$ cat src/rtl/control_capture_detector_unit_assert.svh
// Assertion macros for the control capture detector.
`ifndef CONTROL_CAPTURE_DETECTOR_UNIT_ASSERT_SVH
`define CONTROL_CAPTURE_DETECTOR_UNIT_ASSERT_SVH

// Same-cycle implication, checked on every rising edge outside reset.
`define CCD_ASSERT_NOW(label, ante, cons) \
  label: assert property (@(posedge clk) disable iff (rst) (ante) |-> (cons)) \
    else $error("control capture detector: check failed");

// Next-cycle implication, checked on every rising edge outside reset.
`define CCD_ASSERT_NEXT(label, ante, cons) \
  label: assert property (@(posedge clk) disable iff (rst) (ante) |=> (cons)) \
    else $error("control capture detector: check failed");

`endif

$ cat src/rtl/ccd_pkg.sv
// Types and constants shared by the control capture detector modules.
`default_nettype none

package ccd_pkg;

  // Opcodes
  localparam logic [1:0] OP_BEGIN  = 2'd0;
  localparam logic [1:0] OP_FEED   = 2'd1;
  localparam logic [1:0] OP_CANCEL = 2'd2;

  // Control kinds
  localparam logic [2:0] KIND_AXIS       = 3'd0;
  localparam logic [2:0] KIND_TRIGGER    = 3'd1;
  localparam logic [2:0] KIND_BUTTON     = 3'd2;
  localparam logic [2:0] KIND_HAT_UP     = 3'd3;
  localparam logic [2:0] KIND_HAT_DOWN   = 3'd4;
  localparam logic [2:0] KIND_HAT_LEFT   = 3'd5;
  localparam logic [2:0] KIND_HAT_RIGHT  = 3'd6;

  // Configuration register indexes
  localparam int unsigned CFG_INDEX_W = 2;
  localparam logic [CFG_INDEX_W-1:0] CFG_RELEASE  = 2'd0;
  localparam logic [CFG_INDEX_W-1:0] CFG_ACTIVATE = 2'd1;

  localparam int unsigned THRESH_W = 16;
  localparam logic [THRESH_W-1:0] RELEASE_RESET  = 16'd8192;
  localparam logic [THRESH_W-1:0] ACTIVATE_RESET = 16'd16384;

  // Activation is Q1.15 carried signed with headroom for full-on and trigger pulls
  localparam int unsigned ACT_W = 18;
  localparam logic signed [ACT_W-1:0] FULL_ON  = 18'sd32768;
  localparam logic signed [ACT_W-1:0] AXIS_MAX = 18'sd32767;

  localparam int unsigned POS_W = 7;
  localparam logic [POS_W-1:0] POS_MAX = 7'd127;

  typedef struct packed {
    logic [1:0]         opcode;
    logic [2:0]         control_kind;
    logic [4:0]         control_number;
    logic signed [15:0] raw_reading;
    logic               last_of_sample;
  } in_item_t;

  typedef struct packed {
    logic       found;
    logic [2:0] found_kind;
    logic [4:0] found_number;
    logic       found_negative;
    logic       still_waiting;
  } out_item_t;

  typedef struct packed {
    logic [2:0] kind;
    logic [4:0] number;
    logic       negative;
  } hit_t;

  typedef struct packed {
    logic waiting;
    logic hit;
  } status_t;

endpackage

`default_nettype wire

$ cat src/rtl/ccd_activation.sv
// Activation of one control reading in Q1.15, with the axis direction.
`default_nettype none

module ccd_activation
  import ccd_pkg::*;
#(
  parameter int unsigned AXIS_COUNT    = 8,
  parameter int unsigned TRIGGER_COUNT = 2,
  parameter int unsigned BUTTON_COUNT  = 32,
  parameter int unsigned HAT_COUNT     = 4
) (
  input  wire logic [2:0]              kind,
  input  wire logic [4:0]              number,
  input  wire logic signed [15:0]      raw,
  output logic signed [ACT_W-1:0]      act,
  output logic                         negative
);

  logic signed [ACT_W-1:0] raw_ext;
  logic signed [ACT_W-1:0] magnitude;
  logic [5:0]              num_ext;
  logic [1:0]              hat_bit;

  assign raw_ext = ACT_W'(raw);
  assign num_ext = {1'b0, number};
  assign hat_bit = 2'(kind - KIND_HAT_UP);

  always_comb begin
    act       = '0;
    negative  = 1'b0;
    magnitude = raw[15] ? -raw_ext : raw_ext;
    unique case (kind)
      KIND_AXIS: begin
        if (num_ext < 6'(AXIS_COUNT)) begin
          negative = raw[15];
          act      = (magnitude > AXIS_MAX) ? AXIS_MAX : magnitude;
        end
      end
      KIND_TRIGGER: begin
        if (num_ext < 6'(TRIGGER_COUNT)) act = raw_ext;
      end
      KIND_BUTTON: begin
        if (num_ext < 6'(BUTTON_COUNT) && raw != 16'sd0) act = FULL_ON;
      end
      KIND_HAT_UP, KIND_HAT_DOWN, KIND_HAT_LEFT, KIND_HAT_RIGHT: begin
        if (num_ext < 6'(HAT_COUNT) && raw[hat_bit]) act = FULL_ON;
      end
      default: ;
    endcase
  end

endmodule

`default_nettype wire

$ cat src/rtl/ccd_tracker.sv
// Candidate list, arm bits and first-hit tracking; one item per cycle while go is high.
`default_nettype none

module ccd_tracker
  import ccd_pkg::*;
#(
  parameter int unsigned MAX_CANDIDATES = 64
) (
  input  wire logic                    clk,
  input  wire logic                    rst,
  input  wire logic                    go,
  input  wire in_item_t                item,
  input  wire logic signed [ACT_W-1:0] act,
  input  wire logic                    negative,
  input  wire logic [THRESH_W-1:0]     release_threshold,
  input  wire logic [THRESH_W-1:0]     activate_threshold,
  output logic                         emit,
  output out_item_t                    result,
  output status_t                      status
);

  localparam int unsigned IDX_W = (MAX_CANDIDATES > 1) ? $clog2(MAX_CANDIDATES) : 1;

  logic [MAX_CANDIDATES-1:0] armed, armed_next;
  logic                      waiting, waiting_next;
  logic [POS_W-1:0]          position, position_next;
  logic [POS_W-1:0]          total, total_next;
  logic                      hit, hit_next;
  hit_t                      record, record_next;

  logic             at_rest, active;
  logic             in_list;
  logic [IDX_W-1:0] idx;
  logic [POS_W-1:0] pos_adv;

  assign at_rest = act < $signed({2'b00, release_threshold});
  assign active  = act >= $signed({2'b00, activate_threshold});
  assign in_list = position < POS_W'(MAX_CANDIDATES);
  assign idx     = position[IDX_W-1:0];
  assign pos_adv = (position == POS_MAX) ? position : position + 7'd1;
  assign emit    = (item.opcode == OP_FEED) && item.last_of_sample;
  assign status  = '{waiting: waiting, hit: hit};

  always_comb begin
    armed_next    = armed;
    waiting_next  = waiting;
    position_next = position;
    total_next    = total;
    hit_next      = hit;
    record_next   = record;
    result        = '0;
    unique case (item.opcode)
      OP_CANCEL: begin
        armed_next    = '0;
        waiting_next  = 1'b0;
        position_next = '0;
        total_next    = '0;
        hit_next      = 1'b0;
        record_next   = '0;
      end
      OP_BEGIN: begin
        if (position == '0) begin
          armed_next = '0;
          total_next = '0;
        end
        if (in_list) begin
          armed_next[idx] = at_rest;
          total_next      = position + 7'd1;
        end
        position_next = pos_adv;
        if (item.last_of_sample) begin
          waiting_next  = 1'b1;
          position_next = '0;
          hit_next      = 1'b0;
          record_next   = '0;
        end
      end
      OP_FEED: begin
        if (waiting && position < total && in_list) begin
          if (!armed[idx]) begin
            armed_next[idx] = at_rest;
          end else if (!hit && active) begin
            hit_next    = 1'b1;
            record_next = '{kind: item.control_kind, number: item.control_number,
                            negative: negative};
          end
        end
        position_next = pos_adv;
        if (item.last_of_sample) begin
          // report the hit of this sample, then drop it
          result.found = waiting && hit_next;
          if (result.found) begin
            result.found_kind     = record_next.kind;
            result.found_number   = record_next.number;
            result.found_negative = record_next.negative;
          end
          waiting_next         = waiting && !result.found;
          result.still_waiting = waiting_next;
          position_next        = '0;
          hit_next             = 1'b0;
          record_next          = '0;
        end
      end
      default: ;
    endcase
  end

  always_ff @(posedge clk) begin
    if (rst) begin
      armed    <= '0;
      waiting  <= 1'b0;
      position <= '0;
      total    <= '0;
      hit      <= 1'b0;
      record   <= '0;
    end else if (go) begin
      armed    <= armed_next;
      waiting  <= waiting_next;
      position <= position_next;
      total    <= total_next;
      hit      <= hit_next;
      record   <= record_next;
    end
  end

endmodule

`default_nettype wire

$ cat src/rtl/control_capture_detector_unit.sv
// Top level of the control capture detector: handshakes, registers, checks.
//
// Usage:
//   item channel (item_valid/item_ready/item) carries one control reading per
//   item, in candidate-list order, with last_of_sample on the final reading of a
//   sample. A begin sample builds and arms the list, a feed sample looks for the
//   first armed control that crosses activate_threshold, cancel stops capture.
//   result channel (result_valid/result_ready/result) carries one item at the
//   end of each feed sample; begin, cancel and unmarked readings give none.
//   cfg channel (cfg_valid/cfg_ready/cfg_index/cfg_data) writes the release
//   (index 0) and activate (index 1) thresholds; cfg_ready is always high.
// Timing: an accepted item is captured in the input register; once it advances,
//   a sample end's result is loaded into the result register, which drives
//   result_valid. One item per cycle is sustained unless a sample end waits on
//   a full result register: the tracker updates all of its state as items advance.
// Reset: synchronous on rst; thresholds go to 8192 and 16384, the list is
//   emptied and capture is inactive. All arm bits clear in the reset cycle.
// Stall: while result_valid is held by a low result_ready, readings that give
//   no result still advance; a sample end waits in the input register and
//   item_ready drops until the result register frees.
`default_nettype none
`include "control_capture_detector_unit_assert.svh"

module control_capture_detector_unit
  import ccd_pkg::*;
#(
  parameter int unsigned MAX_CANDIDATES = 64,
  parameter int unsigned AXIS_COUNT     = 8,
  parameter int unsigned TRIGGER_COUNT  = 2,
  parameter int unsigned BUTTON_COUNT   = 32,
  parameter int unsigned HAT_COUNT      = 4
) (
  input  wire logic                   clk,
  input  wire logic                   rst,
  input  wire logic                   item_valid,
  output logic                        item_ready,
  input  wire in_item_t               item,
  output logic                        result_valid,
  input  wire logic                   result_ready,
  output out_item_t                   result,
  input  wire logic                   cfg_valid,
  output logic                        cfg_ready,
  input  wire logic [CFG_INDEX_W-1:0] cfg_index,
  input  wire logic [THRESH_W-1:0]    cfg_data
);

  logic [THRESH_W-1:0] release_threshold;
  logic [THRESH_W-1:0] activate_threshold;

  // input register
  logic     hold_valid;
  in_item_t hold;

  logic                    advance;
  logic                    emit;
  out_item_t               result_next;
  status_t                 status;
  logic signed [ACT_W-1:0] act;
  logic                    negative;

  // Move the held item on unless it ends a sample and the result register is full
  assign advance    = hold_valid && (!emit || !result_valid || result_ready);
  assign item_ready = !hold_valid || advance;
  assign cfg_ready  = 1'b1;

  always_ff @(posedge clk) begin
    if (rst) begin
      release_threshold  <= RELEASE_RESET;
      activate_threshold <= ACTIVATE_RESET;
    end else if (cfg_valid) begin
      if (cfg_index == CFG_RELEASE)  release_threshold  <= cfg_data;
      if (cfg_index == CFG_ACTIVATE) activate_threshold <= cfg_data;
    end
  end

  always_ff @(posedge clk) begin
    if (rst) begin
      hold_valid <= 1'b0;
    end else if (item_ready) begin
      hold_valid <= item_valid;
    end
  end

  always_ff @(posedge clk) begin
    if (item_valid && item_ready) begin
      hold <= item;
    end
  end

  ccd_activation #(
    .AXIS_COUNT    (AXIS_COUNT),
    .TRIGGER_COUNT (TRIGGER_COUNT),
    .BUTTON_COUNT  (BUTTON_COUNT),
    .HAT_COUNT     (HAT_COUNT)
  ) u_activation (
    .kind     (hold.control_kind),
    .number   (hold.control_number),
    .raw      (hold.raw_reading),
    .act      (act),
    .negative (negative)
  );

  ccd_tracker #(
    .MAX_CANDIDATES (MAX_CANDIDATES)
  ) u_tracker (
    .clk                (clk),
    .rst                (rst),
    .go                 (advance),
    .item               (hold),
    .act                (act),
    .negative           (negative),
    .release_threshold  (release_threshold),
    .activate_threshold (activate_threshold),
    .emit               (emit),
    .result             (result_next),
    .status             (status)
  );

  // result register: load on a sample end, drop once taken
  always_ff @(posedge clk) begin
    if (rst) begin
      result_valid <= 1'b0;
    end else if (advance && emit) begin
      result_valid <= 1'b1;
    end else if (result_ready) begin
      result_valid <= 1'b0;
    end
  end

  always_ff @(posedge clk) begin
    if (advance && emit) begin
      result <= result_next;
    end
  end

  `CCD_ASSERT_NOW(a_stall_blocks_input, hold_valid && !advance, !item_ready)
  `CCD_ASSERT_NEXT(a_sample_end_loads, advance && emit, result_valid)
  `CCD_ASSERT_NEXT(a_cancel_stops, advance && hold.opcode == OP_CANCEL,
                   !status.waiting && !status.hit)
  `CCD_ASSERT_NEXT(a_found_ends_capture, advance && emit && result_next.found,
                   !status.waiting && !result.still_waiting)

endmodule

`default_nettype wire

$ cat config.mk
export PLATFORM = sky130hd
export DESIGN_NAME = control_capture_detector_unit
export DESIGN_NICKNAME = d
export VERILOG_FILES = /design/src/rtl/ccd_pkg.sv /design/src/rtl/ccd_activation.sv /design/src/rtl/ccd_tracker.sv /design/src/rtl/control_capture_detector_unit.sv
export VERILOG_INCLUDE_DIRS = /design/src /design/src/rtl
export SDC_FILE = /design/constraint.sdc
export NUM_CORES = 1
export LEC_CHECK = 0
export BUFFER_PORTS_ARGS = -buffer_cell sky130_fd_sc_hd__buf_4
export CAP_MARGIN = 10
export CORE_MARGIN = 10
export CORE_UTILIZATION = 35
export DETAILED_ROUTE_END_ITERATION = 12
export GPL_TIMING_DRIVEN = 0
export MAX_ROUTING_LAYER = met4
export PLACE_DENSITY = 0.52
export SETUP_SLACK_MARGIN = 0.1
export SLEW_MARGIN = 20
export SYNTH_ARGS = -nofsm -noshare
export SYNTH_HDL_FRONTEND = slang
export SYNTH_SLANG_ARGS = --single-unit
$ cat constraint.sdc
create_clock -name clk -period 4 [get_ports clk]
set_clock_uncertainty 0.05 [all_clocks]
set_input_delay 0.4 -clock clk [delete_from_list [all_inputs] [get_ports clk]]
set_output_delay 0.4 -clock clk [all_outputs]
set_load 0.1 [all_outputs]
# After elaboration in Yosys (flattened, before gate mapping)
# Index checks and enable logic that the tools add are counted.
[word_totals]
output_inout_bits = 14
reg_bits = 161
[op_classes]
magnitude_cmp = 12
n_eq_ne = 16
n_addsub = 3
n_reduce_logical = 40
mux = 47
[ops]
columns = ["cell", "count"]
rows = [
  ["$mux W64", 5],
  ["$pmux W64 S3", 1],
  ["$bwmux W64", 2],
  ["$mux W18", 4],
  ["$pmux W18 S4", 1],
  ["$mux W9", 5],
  ["$mux W16", 2],
  ["$mux W7", 4],
  ["$pmux W7 S2", 2],
  ["$pmux W9 S3", 1],
  ["$ge A18 B17 Y1", 1],
  ["$gt A18 B16 Y1 const B", 1],
  ["$lt A18 B17 Y1", 1],
  ["$neg A16 Y18", 1],
  ["$reduce_bool A16 Y1", 1],
  ["$mux W1", 15],
  ["$logic_and A1 B1 Y1", 12],
  ["$reduce_and A3 Y1", 4],
  ["$eq A3 B3 Y1 const B", 3],
  ["$ne A2 B2 Y1 const B", 4],
  ["$reduce_and A4 Y1", 2],
  ["$add A7 B1 Y7 const B", 1],
  ["$eq A7 B7 Y1 const B", 1],
  ["$logic_not A7 Y1", 1],
  ["other kinds (29)", 43],
]

# Logic depth before layout (Yosys ltp)
# Gate-level depths: netlist of run 1.
[depth]
ltp_word = 17
ltp_mapped = 19
depth_no_buf = 17

# By module
# From an unflattened synthesis of run 1, not the netlist that was laid out.
[unflattened]
hier_cells = 1270
area_unflattened_um2 = 10447.5
[by_module_without_submodules]
columns = ["module", "seq_area_each_um2", "area_each_um2", "cells_each", "instances"]
rows = [
  ["ccd_tracker", 1781.7, 7043.0, 979, 1],
  ["control_capture_detector_unit", 1821.7, 2612.5, 179, 1],
  ["ccd_activation", 0.0, 792.0, 112, 1],
]

# Least setup slack after synthesis of run 1
# No wires, ideal clock.
[synth_timing]
kind = "reg-to-reg"
from = "reg hold[10] (netlist bit)"
to = "reg u_tracker.record[0] (netlist bit)"
stages_incl_launch_ff = 14
t_required_ns = 3.833
slack_ns = -0.228
setup_time_ns = 0.117
n_path_buf = 0
synth_period_minus_slack_ns = 4.228
arrival_ns = 4.061
path_cell_list = "edfxtp_1 -> or4_1 -> or3_1 -> or3_1 -> o311ai_0 -> nand3_1 -> ha_1 -> and4_1 -> nand3_1 -> nor3_1 -> a2111oi_0 -> nor3_1 -> nor3b_4 -> a32o_1"
[synth_via]
elab_chain_cells = 13
elab_cells_between_ends = 17
cone_classes = "add/sub: 1; order compare: 2; mux: 11; reduce/logical: 3"
[synth_rtl]
columns = ["item", "line", "rtl"]
rows = [
  ["from (decl)", "control_capture_detector_unit.sv:52", "in_item_t hold;"],
  ["from (signal assigned)", "control_capture_detector_unit.sv:86", "hold <= item;"],
  ["$neg A16 Y18", "ccd_activation.sv:31", "magnitude = raw[15] ? -raw_ext : raw_ext;"],
  ["$mux W18", "ccd_activation.sv:31", ""],
  ["$gt A18 B16 Y1", "ccd_activation.sv:36", "act = (magnitude > AXIS_MAX) ? AXIS_MAX : magnitude;"],
  ["$mux W18", "ccd_activation.sv:36", ""],
  ["$mux W18", "ccd_activation.sv:34", "if (num_ext < 6'(AXIS_COUNT)) begin"],
  ["$pmux W18 S4 (*)", "ccd_activation.sv:32", "unique case (kind)"],
  ["$ge A18 B17 Y1 (*)", "ccd_tracker.sv:37", "assign active = act >= $signed({2'b00, activate_threshold});"],
  ["$logic_and A1 B1 Y1 (*)", "ccd_tracker.sv:82", "end else if (!hit && active) begin"],
  ["$mux W9 (*)", "ccd_tracker.sv:82", ""],
  ["$mux W9 (*)", "ccd_tracker.sv:80", "if (!armed[idx]) begin"],
  ["$mux W9 (*)", "ccd_tracker.sv:79", "if (waiting && position < total && in_list) begin"],
  ["$mux W9 (*)", "ccd_tracker.sv:89", "if (item.last_of_sample) begin"],
  ["$pmux W9 S3 (*)", "ccd_tracker.sv:52", "unique case (item.opcode)"],
  ["to (signal assigned)", "ccd_tracker.sv:122", "record <= record_next;"],
  ["to (decl)", "ccd_tracker.sv:29", "hit_t record, record_next;"],
]
# Mark *: on every way between the ends. The rest lies on a longest branch, timed or not.
# A chain may end at the register's enable or synchronous reset.

# Worst setup path in the final report of run 1
[layout_timing]
from = "reg hold[11] (netlist bit)"
to = "reg result[6] (netlist bit) (data pin)"
[layout_via]
elab_chain_cells = 14
elab_cells_between_ends = 21
cone_classes = "add/sub: 1; order compare: 2; mux: 13; reduce/logical: 5"
[layout_rtl]
columns = ["item", "line", "rtl"]
rows = [
  ["$neg A16 Y18", "ccd_activation.sv:31", ""],
  ["$mux W18", "ccd_activation.sv:31", ""],
  ["$gt A18 B16 Y1", "ccd_activation.sv:36", ""],
  ["$mux W18", "ccd_activation.sv:36", ""],
  ["$mux W18", "ccd_activation.sv:34", ""],
  ["$pmux W18 S4 (*)", "ccd_activation.sv:32", ""],
  ["$ge A18 B17 Y1 (*)", "ccd_tracker.sv:37", ""],
  ["$logic_and A1 B1 Y1 (*)", "ccd_tracker.sv:82", ""],
  ["$mux W1", "ccd_tracker.sv:82", ""],
  ["$mux W1", "ccd_tracker.sv:80", ""],
  ["$mux W1", "ccd_tracker.sv:79", ""],
  ["$mux W1", "ccd_tracker.sv:52", ""],
  ["$logic_and A1 B1 Y1", "ccd_tracker.sv:91", "result.found = waiting && hit_next;"],
  ["$reduce_and A3 Y1 (no line)", "--", ""],
  ["to (signal assigned)", "control_capture_detector_unit.sv:132", "result <= result_next;"],
  ["to (decl)", "control_capture_detector_unit.sv:40", "output out_item_t result,"],
]
# Mark *: on every way between the ends. The rest lies on a longest branch, timed or not. The select of a mux whose other input is x is not followed.

==> impl_metrics.toml, run 1 <==
[die]
io_pins = 64
die_w_um = 183
die_y_um = 183
dieArea_um2 = 33300
core-area_um2 = 26100
fp-row-count = 59
initial_core_util = 0.355

[sta]
setup_viol = 79
period_needed_ns = 4.24
final_hold_viol_count = 0
worstMarginPinSlew_ns = 1.12
setup_tns_ns = -11.87
max_freq_mhz = 236
period_share = 1.06
rsz0062_at_grt = "true"
drv_slew = 0
relSlewSlack = 0.249
fin_ws_ns = -0.244

[setup_path]
critical_path.reg2reg.startpoint = "hold[11]"
crit_required_ns = 4.14
endpoint = "result[6]"
critPathKind = "flip-flop to flip-flop"
rr_worst_depth = 18
cpMaxStageDelayCell = "or4_4"
rrSetupSlack_ns = -0.24
setup.worst_path.start_class = "flip-flop"
cp_max_fo = 5
cp.arrival_ns = 4.38
cpPeakStageDelay_ns = 0.55
crit_chain = "or4_4 -> or3_4 -> nor2_4 -> nand3_4 -> buf_6 -> nor2_4 -> o22ai_4 -> ha_1 -> nand2b_4 -> a21o_1 -> a21oi_2 -> o21ai_2 -> a2111oi_4 -> buf_4 -> nor4_4 -> buf_4 -> buf_6 -> a32o_1"
crit_start = "hold[11]"
cp-end-kind = "flip-flop"
reg2reg_to = "result[6]"

[cells_and_area]
area_delta_synth_final_pct = 27.9
antenna_cells_inserted = 0
layout.nets = 1325
drive_gt1_frac = 0.202

[detailed_routing]
avgViaCountPerCell = 5.90
met3_length_um = 2550
top_layer_used = "met4"
num_vias = 9309
wirelength_um = 35600
ant_nets = 0
drtPass1Iterations = 6
routedWlPerCell_um = 22.5
met1Wirelength_um = 15100
detail_route.iter0.violations = 1006
met2_length_um = 16800
drc = 0

[hold_path]
hold_class = "input pin to flip-flop"
min-delay-start = "item[14]"
whs_path_depth = 1

[placement]
dpl.hpwl_um = 24800
gp_congestion = 0.995
portBuffers = 61

[grt]
grt_antenna_before_repair = 0
grt.overflow.total = 0
grt_max_degree = 28
grt_pass1_wl_um = 53200
grt_pass1_vias = 9035
grt_usage = 0.209

[synthesis]
synth_edf_count = 38
yosysTopAreaCellShare = 0.266
synthCells = 1117
synth_seq_cells = 161
syn_area_per_cell_um2 = 8.27
synth_area_um2 = 9240
synth_top_family_by_area = "compound AO/OA/AOI/OAI gates"
syn_nets = 1212
seq_area_frac_synth = 0.390
synth_most_common_cell = "nand2_1"
yosysWarningCount = 0
yosys.area.top_type = "dfxtp_1"
ys.flop_type = "dfxtp_1"
synthAdderAreaFrac = 0.0609
synth_cell_types = 74
ys_top_cells_by_count = "nand2_1 (157), dfxtp_1 (123), o21ai_0 (98), a21oi_1 (81), inv_1 (71)"
synthArstFlopShare = 0
synth-xor-area-share = 0.00379
synth_area_leaders = "dfxtp_1 (27%), edfxtp_1 (12%), nand2_1 (6.4%)"
yosys.area_share.simple = 0.177
synthMuxAreaShare = 0.0321
synth_compound_area_frac = 0.269

[pwr]
clock_power_share = 0.459
p_comb_frac = 0.120
seqPwrFrac = 0.421
power.internal_mw = 3.01
power_mw = 4.08
p_per_area_nw_per_um2 = 346
swShare = 0.262
peakVddDrop_uv = 242
p_leak_nw = 4.21
p_switching_mw = 1.07

[clock_tree]
clock_latency_ns = 0.44
clock_sinks = 161
cts_buffers = 17
cts-root-buf = "clkbuf_16"
cts-hold-fix-buffers = 0
cts_buffer_depth = 2
h-tree-depth = 4
path_clk_slew_ns = 0.07
cts_tree = "built"

[run]
drv_cap = 0

[status]
violations = "negative setup slack"
status = "complete, but fails checks"
==> per-layer routing <==
layer / vias up / GRT usage
li1: 4347 / -
met1: 4491 / 0.253
met2: 394 / 0.334
met3: 77 / 0.0445
met4: 0 / 0.0846
met5: - / -
==> worst min-delay path by stage <==
stage	end	slack [ns]
final	hold[14]	0.09
after global routing	hold[12]	0.08
after CTS	hold[16]	0.08
after detailed placement	release_threshold[2]	0.40
after global placement	activate_threshold[9]	0.39
after floorplan	u_tracker.armed[58]	0.38
==> flip-flops by register name, indices dropped and copies added, names as in the netlist <==
signal / cells
u_tracker.armed: 64
hold: 27
activate_threshold: 16
release_threshold: 16
result: 11
u_tracker.record: 9
u_tracker.position: 7
u_tracker.total: 7
hold_valid: 1
result_valid: 1
u_tracker.hit: 1
u_tracker.waiting: 1
==> power by group through the flow <==
stage	clock [mW]	sequential (mW)	combinational (mW)
after floorplan	0	1.76	0.209
after global placement	0	1.76	0.368
after detailed placement	0	1.75	0.368
after CTS	1.90	1.72	0.443
after global routing	1.97	1.72	0.517
final	1.87	1.72	0.492
==> critical path, delay by kind of cell (launching register included) <==
kind	cells	cell delay [ns]
AOI/OAI and AO/OA	6	1.05
buffers and inverters	4	0.67
adders and majority gates	1	0.31
DFF	1	0.43
and+or+nand+nor	7	1.49
==> cell type report <==
type,count,area (µm²)
inverter,72,270
sequential,161,3600
buffer,77,438
timing repair buffer,93,761
fill,2588,14200
clock inverter,11,174
multi-input combinational,808,5660
clock buffer,21,493
tap,335,419
==> cell families after synthesis <==
group | count (synthesis)
AO/OA/AOI/OAI | 385
XOR/XNOR | 4
adder cells (fa/ha/maj) | 45
buffers and inverters | 149
flip-flops | 161
multiplexers | 25
other | 1
AND/OR/NAND/NOR | 347
==> metrics by stage <==
| stage | hold slack [ns] | cell area (µm²) | worst slack [ns] | util | instances |
|---|---|---|---|---|---|
| CTS | 0.0781 | 11400 | -0.238 | 0.438 | 1571 |
| global route | 0.0775 | 11800 | -0.389 | 0.454 | 1578 |
| detailed placement | 0.398 | 10100 | -1.28 | 0.389 | 1513 |
| global placement | 0.393 | 10100 | -1.28 | 0.389 | 1513 |
| finish | 0.0878 | 11800 | -0.244 | 0.454 | 1578 |
| floorplan | 0.376 | 9270 | 0.0976 | - | 1117 |
==> cells in the final DEF, fill, tap and decap left out, types with 7 or more instances in the layout <==
| master | count |
|---|---|
| nand2_1 | 151 |
| dfxtp_1 | 123 |
| buf_4 | 90 |
| a21oi_1 | 74 |
| inv_1 | 71 |
| nor2_1 | 58 |
| clkbuf_1 | 49 |
| o21ai_0 | 46 |
| o21ai_1 | 46 |
| ha_1 | 42 |
| edfxtp_1 | 38 |
| a31oi_1 | 36 |
| nand3_1 | 24 |
| o31ai_1 | 22 |
| clkbuf_16 | 19 |
| nor3_1 | 16 |
| mux2i_1 | 15 |
| o211ai_1 | 14 |
| a22o_1 | 14 |
| o22ai_1 | 12 |
| a21o_1 | 11 |
| a22oi_1 | 11 |
| a211oi_1 | 11 |
| nand4_1 | 11 |
| a31oi_4 | 11 |
| buf_6 | 9 |
| nor2b_1 | 9 |
| nand2b_1 | 8 |
| a32o_1 | 8 |
| a21oi_2 | 7 |
| o21ai_2 | 7 |
==> timing repair <==
action | in CTS | in global routing
setup endpoints to repair | 86 | 85
gates resized for setup | 123 | 62
setup buffers | 23 | 7
cloned | 3 | 0
pin swaps | 65 | 35
Power figures use the tool's default switching activity.
==> run 2: changes to the inputs <==
--- a/config.mk
+++ b/config.mk
@@ -6,6 +6,7 @@
 export SDC_FILE = /design/constraint.sdc
 export NUM_CORES = 1
 export LEC_CHECK = 0
+export ABC_AREA = 1
 export BUFFER_PORTS_ARGS = -buffer_cell sky130_fd_sc_hd__buf_4
 export CAP_MARGIN = 10
 export CORE_MARGIN = 10
@@ -13,7 +14,7 @@
 export DETAILED_ROUTE_END_ITERATION = 12
 export GPL_TIMING_DRIVEN = 0
 export MAX_ROUTING_LAYER = met4
-export PLACE_DENSITY = 0.52
+export PLACE_DENSITY = 0.51
 export SETUP_SLACK_MARGIN = 0.1
 export SLEW_MARGIN = 20
 export SYNTH_ARGS = -nofsm -noshare
==> impl_metrics.toml, run 2 <==
[clock_tree]
clock_latency_ns = 0.46
clock_sinks = 161
cts_buffers = 17
cts-root-buf = "clkbuf_16"
cts-hold-fix-buffers = 0
path_clk_slew_ns = 0.07
cts_tree = "built"
cts_buffer_depth = 2
h-tree-depth = 4

[detailed_routing]
drc = 0
routedWlPerCell_um = 18.6
num_vias = 12652
avgViaCountPerCell = 5.28
detail_route.iter0.violations = 1125
drtPass1Iterations = 6
wirelength_um = 44400
ant_nets = 0

[die]
core-area_um2 = 32800
fp-row-count = 66
io_pins = 64
die_w_um = 203
initial_core_util = 0.357
die_y_um = 203
dieArea_um2 = 41100

[placement]
gp_congestion = 0.943
dpl.hpwl_um = 32200
placed_cells = 2351
portBuffers = 61

[sta]
relSlewSlack = 0.407
period_needed_ns = 3.69
max_freq_mhz = 271
rsz0062_at_grt = "true"
drv_slew = 0
period_share = 0.921
setup_tns_ns = 0
worstMarginPinSlew_ns = 0.886
final_hold_viol_count = 0
setup_viol = 0

[cells_and_area]
fillCellCount = 3579
drive_gt1_frac = 0.114
largest_reg_flops = 64
antenna_cells_inserted = 0
reg.largest.list = "u_tracker.armed: 64 flops, hold: 27 flops"
regMostFlops = "u_tracker.armed"
layout.nets = 2034
final_common_cell = "nand2_1"
regArea_um2 = 3600
fin_cells = 2394
area_delta_synth_final_pct = 16.2
utilization = 0.415
multi_input_area_um2 = 6860
most-common-layout-cells = "nand2_1 (528), inv_1 (201), a21oi_1 (177)"

[synthesis]
ys.flop_type = "dfxtp_1"
synth_seq_cells = 161
synth_edf_count = 38
synthArstFlopShare = 0
synth_area_um2 = 11700
synth_most_common_cell = "nand2_1"
synthCells = 1847
yosys.area.top_type = "dfxtp_1"
seq_area_frac_synth = 0.308
yosysWarningCount = 0
synth_area_leaders = "dfxtp_1 (21%), nand2_1 (17%), edfxtp_1 (9.8%)"
ys_top_cells_by_count = "nand2_1 (532), inv_1 (206), nor2_1 (182), a21oi_1 (178), nand3_1 (177)"
synth_cell_types = 50
yosysTopAreaCellShare = 0.211
syn_nets = 1942
syn_area_per_cell_um2 = 6.33

[setup_path]
cp.arrival_ns = 3.95
path_delay_family = "simple AND/OR/NAND/NOR gates"
path_common_cell = "nand2_1"
crit_required_ns = 4.26
cp_max_fo = 10
crit_buf_inv = 4
cp-end-kind = "flip-flop"
setup.worst_path.start_class = "flip-flop"
cpMaxStageDelayCell = "edfxtp_1"
critPathKind = "flip-flop to flip-flop"
crit_chain = "inv_2 -> ha_4 -> nand4_1 -> inv_1 -> nand4_1 -> nor3_2 -> nand2_2 -> nand2_1 -> o21ai_0 -> a21oi_1 -> o22ai_2 -> ha_1 -> nand3_2 -> or2_4 -> nor2_4 -> nand2_4 -> nand2_4 -> buf_12 -> buf_8 -> nand3_1 -> nand2_1 -> nand2_1 -> nand2_1 -> a21oi_1"
cpPeakStageDelay_ns = 0.46

[run]
drv_cap = 0

[pwr]
p_per_area_nw_per_um2 = 285
p_switching_mw = 1.18
seqPwrFrac = 0.444
p_comb_frac = 0.140
swShare = 0.305
clock_power_share = 0.417
power.internal_mw = 2.70
peakVddDrop_uv = 316
p_leak_nw = 5.25
power_mw = 3.88

[grt]
grt.overflow.total = 0
grt_usage = 0.215
grt_pass1_vias = 11578
grt_max_degree = 17
grt_antenna_before_repair = 0
grt_pass1_wl_um = 67700

[hold_path]
hold_class = "input pin to flip-flop"

[status]
status = "completed"
[run 2: logic make-up after synthesis]
| family | share of synthesized area |
|---|---|
| simple gates | 0.348 |
| compound gates | 0.169 |
| buf+inv | 0.120 |
| flops | 0.308 |
| fa+ha+maj | 0.0481 |
| xor+xnor | 0.00674 |
| other cells | 0.000321 |
[run 2: path summary, 6_finish.rpt]
kind,start,to,slack (ns),cells after the start
min reg2reg,u_tracker.total[5],u_tracker.total[5],0.41,2
max,hold[2],u_tracker.armed[58],0.31,24
max reg2reg,hold[2],u_tracker.armed[58],0.31,24
min,item[2],hold[2],0.06,1
[run 2: per-layer routing]
metal / part of all wire / vias up / GRT usage
li1: - / 6221 / -
met1: 0.47 / 5947 / 0.291
met5: 0 / - / -
met2: 0.44 / 421 / 0.325
met3: 0.061 / 63 / 0.0312
met4: 0.021 / 0 / 0.0677
[run 2: area by class of cell]
| cell class | instances | area share |
|---|---|---|
| Buffer | 102 | 0.0461 |
| Clock buffer | 19 | 0.0326 |
| Clock inverter | 13 | 0.00755 |
| Inverter | 218 | 0.0611 |
| Multi-Input combinational cell | 1367 | 0.505 |
| Sequential cell | 161 | 0.265 |
| Tap cell | 442 | 0.0407 |
| Timing Repair Buffer | 72 | 0.0422 |
[run 2: power by group through the flow]
stage	logic (mW)	registers, mW	clock network [mW]
6_report	0.543	1.72	1.62
3_5_place_dp	0.497	1.76	0
5_1_grt	0.585	1.72	1.71
4_1_cts	0.503	1.72	1.65
3_3_place_gp	0.490	1.76	0
2_1_floorplan	0.297	1.76	0
[run 2: metrics by stage]
stage                     setup slack [ns]  instance area (µm²)  hold slack (ns)
final                                0.315                13600           0.0605
after global routing                0.0403                13600           0.0395
after CTS                            0.156                13300           0.0431
after detailed placement            -0.242                12700            0.405
after global placement              -0.327                12700            0.401
after floorplan                      0.715                11700            0.385
[run 2: what timing repair did]
item	4_1_cts	5_1_grt
pin swaps	1	21
gates resized for setup	8	51
gates cloned	0	1
endpoints found under the setup margin	86	86
setup buffers	1	9
[run 2: worst reg2reg max path, stage by stage (launching register included)]
cell	delay, ns
edfxtp_1	0.46
inv_2	0.11
ha_4	0.17
nand4_1	0.14
inv_1	0.11
nand4_1	0.13
nor3_2	0.24
nand2_2	0.13
nand2_1	0.09
o21ai_0	0.08
a21oi_1	0.18
o22ai_2	0.11
ha_1	0.30
nand3_2	0.08
or2_4	0.26
nor2_4	0.12
nand2_4	0.08
nand2_4	0.11
buf_12	0.14
buf_8	0.14
nand3_1	0.07
nand2_1	0.09
nand2_1	0.07
nand2_1	0.06
a21oi_1	0.05
